<file path="src/design/nlcs_pkg.sv">
// Shared types and constants for the nearest left cone steering block.
// No dependencies; imported by every module of the block.
package nlcs_pkg;

   localparam int COORD_WIDTH  = 16;
   localparam int OFFSET_WIDTH = 13;
   localparam int STEER_WIDTH  = 14;
   localparam int SQ_WIDTH     = 2 * COORD_WIDTH;

   // magnitudes are shrunk below 2^MAG_WIDTH before the offset math
   localparam int MAG_WIDTH    = 16;
   localparam longint SHRINK_LIMIT = 64'd1 << MAG_WIDTH;

   localparam int Q_WIDTH      = OFFSET_WIDTH;
   localparam int BIT_WIDTH    = $clog2(Q_WIDTH);
   localparam int T_WIDTH      = Q_WIDTH + 1;
   localparam int TT_WIDTH     = 2 * T_WIDTH;
   localparam int S_WIDTH      = 2 * MAG_WIDTH + 1;
   localparam int DM_WIDTH     = OFFSET_WIDTH + MAG_WIDTH;
   localparam int RHS_WIDTH    = 2 * DM_WIDTH + 2;
   localparam int PROD_WIDTH   = TT_WIDTH + S_WIDTH;
   localparam int WAY_WIDTH    = COORD_WIDTH + 2;

   localparam int CORDIC_ITERS = 16;
   localparam int ITER_WIDTH   = $clog2(CORDIC_ITERS);
   localparam int CORDIC_SHIFT = 16;
   localparam int CORDIC_WIDTH = COORD_WIDTH + CORDIC_SHIFT + 3;
   localparam int ANGLE_WIDTH  = 24;
   localparam int V_WIDTH      = 25;

   // angles in 1/25600 degree
   localparam int STEER_CENTER = 9000 * 256;
   localparam int STEER_MIN    = 6750 * 256;
   localparam int STEER_MAX    = 11250 * 256;
   localparam int STEER_ROUND  = 128;

   localparam logic [STEER_WIDTH-1:0] STEER_STRAIGHT = STEER_WIDTH'(9000);
   localparam logic [STEER_WIDTH-1:0] STEER_LEFT     = STEER_WIDTH'(6750);
   localparam logic [STEER_WIDTH-1:0] STEER_RIGHT    = STEER_WIDTH'(11250);

   localparam logic [OFFSET_WIDTH-1:0] OFFSET_RESET = OFFSET_WIDTH'(179);

   typedef struct packed {
      logic signed [COORD_WIDTH-1:0] center_x;
      logic signed [COORD_WIDTH-1:0] center_y;
      logic                          frame_last;
   } req_type;

   typedef struct packed {
      logic signed [COORD_WIDTH-1:0] waypoint_x;
      logic signed [COORD_WIDTH-1:0] waypoint_y;
      logic [STEER_WIDTH-1:0]        steer_angle;
   } rsp_type;

   typedef struct packed {
      logic signed [COORD_WIDTH-1:0] x;
      logic signed [COORD_WIDTH-1:0] y;
      logic                          left;
      logic                          last;
   } qitem_type;

   function automatic logic signed [ANGLE_WIDTH-1:0] atan_step(
      input logic [ITER_WIDTH-1:0] i);
      logic signed [ANGLE_WIDTH-1:0] r;
      begin
         case (i)
            4'd0:    r = 24'sd1152000;
            4'd1:    r = 24'sd680065;
            4'd2:    r = 24'sd359328;
            4'd3:    r = 24'sd182400;
            4'd4:    r = 24'sd91554;
            4'd5:    r = 24'sd45822;
            4'd6:    r = 24'sd22916;
            4'd7:    r = 24'sd11459;
            4'd8:    r = 24'sd5730;
            4'd9:    r = 24'sd2865;
            4'd10:   r = 24'sd1432;
            4'd11:   r = 24'sd716;
            4'd12:   r = 24'sd358;
            4'd13:   r = 24'sd179;
            4'd14:   r = 24'sd90;
            default: r = 24'sd45;
         endcase
         return r;
      end
   endfunction

   function automatic logic [COORD_WIDTH-1:0] mag_of(
      input logic signed [COORD_WIDTH-1:0] v);
      return v[COORD_WIDTH-1] ? COORD_WIDTH'(-v) : COORD_WIDTH'(v);
   endfunction

   function automatic logic signed [COORD_WIDTH-1:0] sat_of(
      input logic signed [WAY_WIDTH-1:0] v);
      logic signed [WAY_WIDTH-1:0] hi;
      logic signed [WAY_WIDTH-1:0] lo;
      begin
         hi = WAY_WIDTH'((64'sd1 <<< (COORD_WIDTH - 1)) - 64'sd1);
         lo = -hi - WAY_WIDTH'(1);
         if (v > hi)      return hi[COORD_WIDTH-1:0];
         else if (v < lo) return lo[COORD_WIDTH-1:0];
         else             return v[COORD_WIDTH-1:0];
      end
   endfunction

endpackage

</file>
<file path="src/design/nlcs_front.sv">
// Front end: accepts centre words, tags left-side centres, queues them.
// Depends on nlcs_pkg.
module nlcs_front #(
   parameter int QUEUE_DEPTH = 4
) (
   input  logic               clock,
   input  logic               reset,
   input  logic               req_valid,
   output logic               req_stall,
   input  nlcs_pkg::req_type  req_word,
   output logic               head_valid,
   output nlcs_pkg::qitem_type head_item,
   input  logic               head_pop
);
   import nlcs_pkg::*;

   localparam int PTR_W = (QUEUE_DEPTH > 1) ? $clog2(QUEUE_DEPTH) : 1;
   localparam int CNT_W = $clog2(QUEUE_DEPTH + 1);

   qitem_type        mem_ff [QUEUE_DEPTH];
   logic [PTR_W-1:0] wr_ptr_ff;
   logic [PTR_W-1:0] rd_ptr_ff;
   logic [CNT_W-1:0] count_ff;
   logic             push;
   logic             pop;
   qitem_type        item_in;

   assign req_stall  = (count_ff == CNT_W'(QUEUE_DEPTH));
   assign head_valid = (count_ff != '0);
   assign head_item  = mem_ff[rd_ptr_ff];
   assign push       = req_valid && !req_stall;
   assign pop        = head_pop && head_valid;

   always_comb begin
      item_in.x    = req_word.center_x;
      item_in.y    = req_word.center_y;
      item_in.left = !req_word.center_y[COORD_WIDTH-1];
      item_in.last = req_word.frame_last;
   end

   always_ff @(posedge clock) begin
      if (push) begin
         mem_ff[wr_ptr_ff] <= item_in;
      end
   end

   always_ff @(posedge clock) begin
      if (reset) begin
         wr_ptr_ff <= '0;
         rd_ptr_ff <= '0;
         count_ff  <= '0;
      end else begin
         if (push) begin
            wr_ptr_ff <= (wr_ptr_ff == PTR_W'(QUEUE_DEPTH - 1)) ? '0 : wr_ptr_ff + 1'b1;
         end
         if (pop) begin
            rd_ptr_ff <= (rd_ptr_ff == PTR_W'(QUEUE_DEPTH - 1)) ? '0 : rd_ptr_ff + 1'b1;
         end
         if (push && !pop) begin
            count_ff <= count_ff + 1'b1;
         end else if (pop && !push) begin
            count_ff <= count_ff - 1'b1;
         end
      end
   end

`ifndef SYNTHESIS
   a_count_bound: assert property (@(posedge clock) disable iff (reset)
      count_ff <= CNT_W'(QUEUE_DEPTH))
      else $error("queue count beyond depth");
   a_pop_nonempty: assert property (@(posedge clock) disable iff (reset)
      head_pop |-> head_valid)
      else $error("pop from empty queue");
`endif

endmodule

</file>
<file path="config.mk">
export PLATFORM = sky130hd
export DESIGN_NAME = nlcs_front
export DESIGN_NICKNAME = d
export VERILOG_FILES = /design/src/design/nlcs_pkg.sv /design/src/design/nlcs_front.sv
export SDC_FILE = /design/constraint.sdc
export NUM_CORES = 1
export LEC_CHECK = 0
export BUFFER_PORTS_ARGS = -buffer_cell sky130_fd_sc_hd__buf_2
export CELL_PAD_IN_SITES_DETAIL_PLACEMENT = 2
export CELL_PAD_IN_SITES_GLOBAL_PLACEMENT = 2
export CORE_MARGIN = 2
export CORE_UTILIZATION = 30
export CTS_CLUSTER_DIAMETER = 150
export CTS_CLUSTER_SIZE = 8
export DETAILED_ROUTE_END_ITERATION = 7
export PLACE_DENSITY_LB_ADDON = 0.2
export SYNTH_ARGS = -nofsm -noshare
export SYNTH_HDL_FRONTEND = slang
export SYNTH_SLANG_ARGS = --single-unit
</file>
<file path="constraint.sdc">
create_clock -name clock -period 4.3 [get_ports clock]
set_clock_uncertainty 0.2 [all_clocks]
set_input_delay 0.86 -clock clock [delete_from_list [all_inputs] [get_ports clock]]
set_output_delay 0.86 -clock clock [all_outputs]
set_load 0.005 [all_outputs]
</file>
==> results by group <==
Worst setup path
  • Worst setup SP type: register
  • Worst endpoint required time: about 3.2 ns
  • Critical path fanouts, max: 24
  • Kind of end point of the critical path: primary output
  • CP arrival: 2.03 ns
  • Setup Crit Path Kind: reg2out

Placement
  • Number of I/O port buffers: between 70 and 80
  • Pre-CTS setup slack: 1.40 ns
  • HPWL Detailed: approximately 6500 um
  • Routability cong.: 0.642

Die
  • IO Count: between 70 and 80
  • Starting Density: 0.304
  • Die Width: 138 um
  • Die Area: 19100 um2
  • Die H: 138 um
  • Row cnt: 49
  • Core ar.: 17800 um2

Timing
  • Slew @ Worst Pin: a little over 1 ns
  • Final setup violating endpoints: 0
  • Worst rel slew slack: 0.321
  • RSZ-0062 raised after global routing: no
  • Fin crit share: 0.719
  • Fin Setup TNS: 0 ns
  • Hold Vio Cnt, Final: 0
  • Fmax: 324 MHz
  • Post-route minimum period: 3.09 ns
  • Fin worst setup slack: 1.21 ns
  • Slew Viols, Final: 0

Clocking
  • CTS tree: done
  • Clock latency on the worst-skew pair: 0.42 ns
  • Post-CTS Hold Fix Bufs: 0
  • Post-CTS Setup Inserts: 0
  • Num CTS Buffers: 17
  • Clk buf depth: 2
  • Clock sink total: 145
  • Clock-pin transition on the worst setup and hold timing paths: 0.06 ns
  • PostCTS Resize Cnt: 0
  • H-tree levels: 4
  • Root buf cell: clkbuf_16

Cells and area
  • Register area: 4270 um2
  • Area of the multi-input gates: 1040 um2
  • Final core utilization: 0.370
  • Layout Nets: 355
  • Share of post-route cells with drive strength above 1: 0.448
  • Synthesis-to-finish area growth: 21.8%
  • Fillers: 1719
  • Diodes inserted: 0

Run
  • Max Cap Viol: 0

Routing
  • WL/cell: roughly 20 um
  • Initial DRC count: ~130
  • Detailed-route DRC error count: 0
  • Antenna Nets Post-Route: 0
  • DR pass1 iterations: 4
  • Final wirelength: 11100 um
  • Detailed-route via count: between 2000 and 3000
  • Detail-routed via count per cell: around 4.5

Synth
  • Net count after synthesis: 273
  • Post-Synthesis Cells: 229
  • Register bit total from synthesis: between 100 and 150
  • Top cell type by total area after synthesis: edfxtp_1
  • Top post-synthesis cells by area: edfxtp_1, mux4_2, dfxtp_1
  • Sequential fraction of the synthesis area: 0.787
  • Synth Warn #: 0
  • Mean Syn Cell Area: approximately 24 um2
  • Synth Cell Area: ~5400 um2
  • Library cells used by synthesis: 26
  • Synth top area share: 0.754

Global route
  • Total grt overflow: 0
  • First-pass GRT wire length: 17600 um
  • Vias in the first global route: 2980
  • Largest net degree at the start of global routing: 35
  • Initial antenna violation count: 1
  • Total track usage: 0.126

Power
  • Final Total Pwr: between 3 and 4 mW
  • Peak supply drop: between 0.3 and 0.4 mV
  • PD cells: 599 nW/um2
  • Leakage: 2.24 nW

Worst hold path
  • Tightest Hold Check Type: reg2reg

Status
  • Status: completed
-- state kept, by name (all words and copies together), names as in the netlist, named ones only --
name	count
count_ff	3
rd_ptr_ff	2
wr_ptr_ff	2
mem_ff	136
-- path summary, 6_finish.rpt --
| check | slack, ns | depth (start not counted) | end | from |
|---|---|---|---|---|
| max | 1.21 | 3 | head_item[9] | register |
| min | 0.31 | 2 | register | rd_ptr_ff[0] |
| max reg2reg | 1.79 | 9 | count_ff[2] | count_ff[0] |
| min reg2reg | 0.31 | 2 | register | rd_ptr_ff[0] |
-- layer usage --
metal	routed length, um	global-route usage
met1	4490	0.144
met2	5970	0.216
met3	366	0.0371
met4	238	0.0612
met5	0	0
-- cells by family (layout without fill, tap and decap cells) --
logic type	Yosys count	count (layout)	synth area share
AOI/OAI and AO/OA	7	7	0.00924
xor gates and xnor gates	2	2	0.00324
adders and majority gates	7	7	0.0176
buffers and inverters	16	111	0.0210
DFF	145	145	0.787
muxes	36	36	0.145
and+or+nand+nor	16	16	0.0164
-- placed cells by master, fill, tap and decap left out, types with 2 or more instances in the layout --
master      instances
edfxtp_1          136
buf_2              72
mux4_2             34
clkbuf_16          17
dfxtp_1             7
ha_1                6
inv_1               4
and3_2              4
clkinv_2            4
or3_1               3
nor2_1              3
a21oi_1             3
clkinvlp_4          3
clkinv_1            3
bufinv_16           3
o31ai_2             2
xor2_1              2
nand3_1             2
mux2i_1             2
dfxtp_2             2
clkbuf_1            2
-- cell usage after synthesis --
cell type / number
mux2i_1: 2
nor3_1: 1
edfxtp_1: 136
nand3_1: 2
clkinv_4: 1
nor2_1: 3
bufinv_8: 1
buf_1: 1
mux4_2: 34
a21oi_1: 3
o31ai_2: 2
inv_1: 4
buf_2: 4
nor2_2: 1
or3b_1: 1
fa_1: 1
clkbuf_1: 1
xor2_1: 2
o21ai_1: 1
o21ai_0: 1
ha_1: 6
or3_1: 3
and3_1: 4
nand2_1: 1
dfxtp_1: 9
buf_6: 4
-- power breakdown --
group          switching (mW)  leakage, nW  internal [mW]
Sequential             0.0938         1.32           1.71
Combinational           0.324        0.639          0.367
Clock                   0.551        0.275          0.899
Total                   0.969         2.24           2.98
-- cell type report --
class,count,area share
tap,229,0.0435
clock inverter,13,0.0218
timing repair buffer,73,0.0577
inverter,6,0.00626
clock buffer,19,0.0657
sequential,145,0.647
multi-input combinational,68,0.158
-- worst max-delay path, cell delays in order, from the launching register on --
cell	delay, ns
dfxtp_2	0.60
buf_12	0.30
mux4_2	0.56
buf_2	0.15
-- stage by stage --
step	hold slack (ns)	area [um2]	cells
3_3_place_gp	0.288	6020	521
2_1_floorplan	0.263	5420	229
5_1_grt	0.322	6590	553
3_5_place_dp	0.301	6020	521
4_1_cts	0.308	6590	553
6_report	0.305	6590	553
No activity file was read; power rests on OpenSTA's default activity.
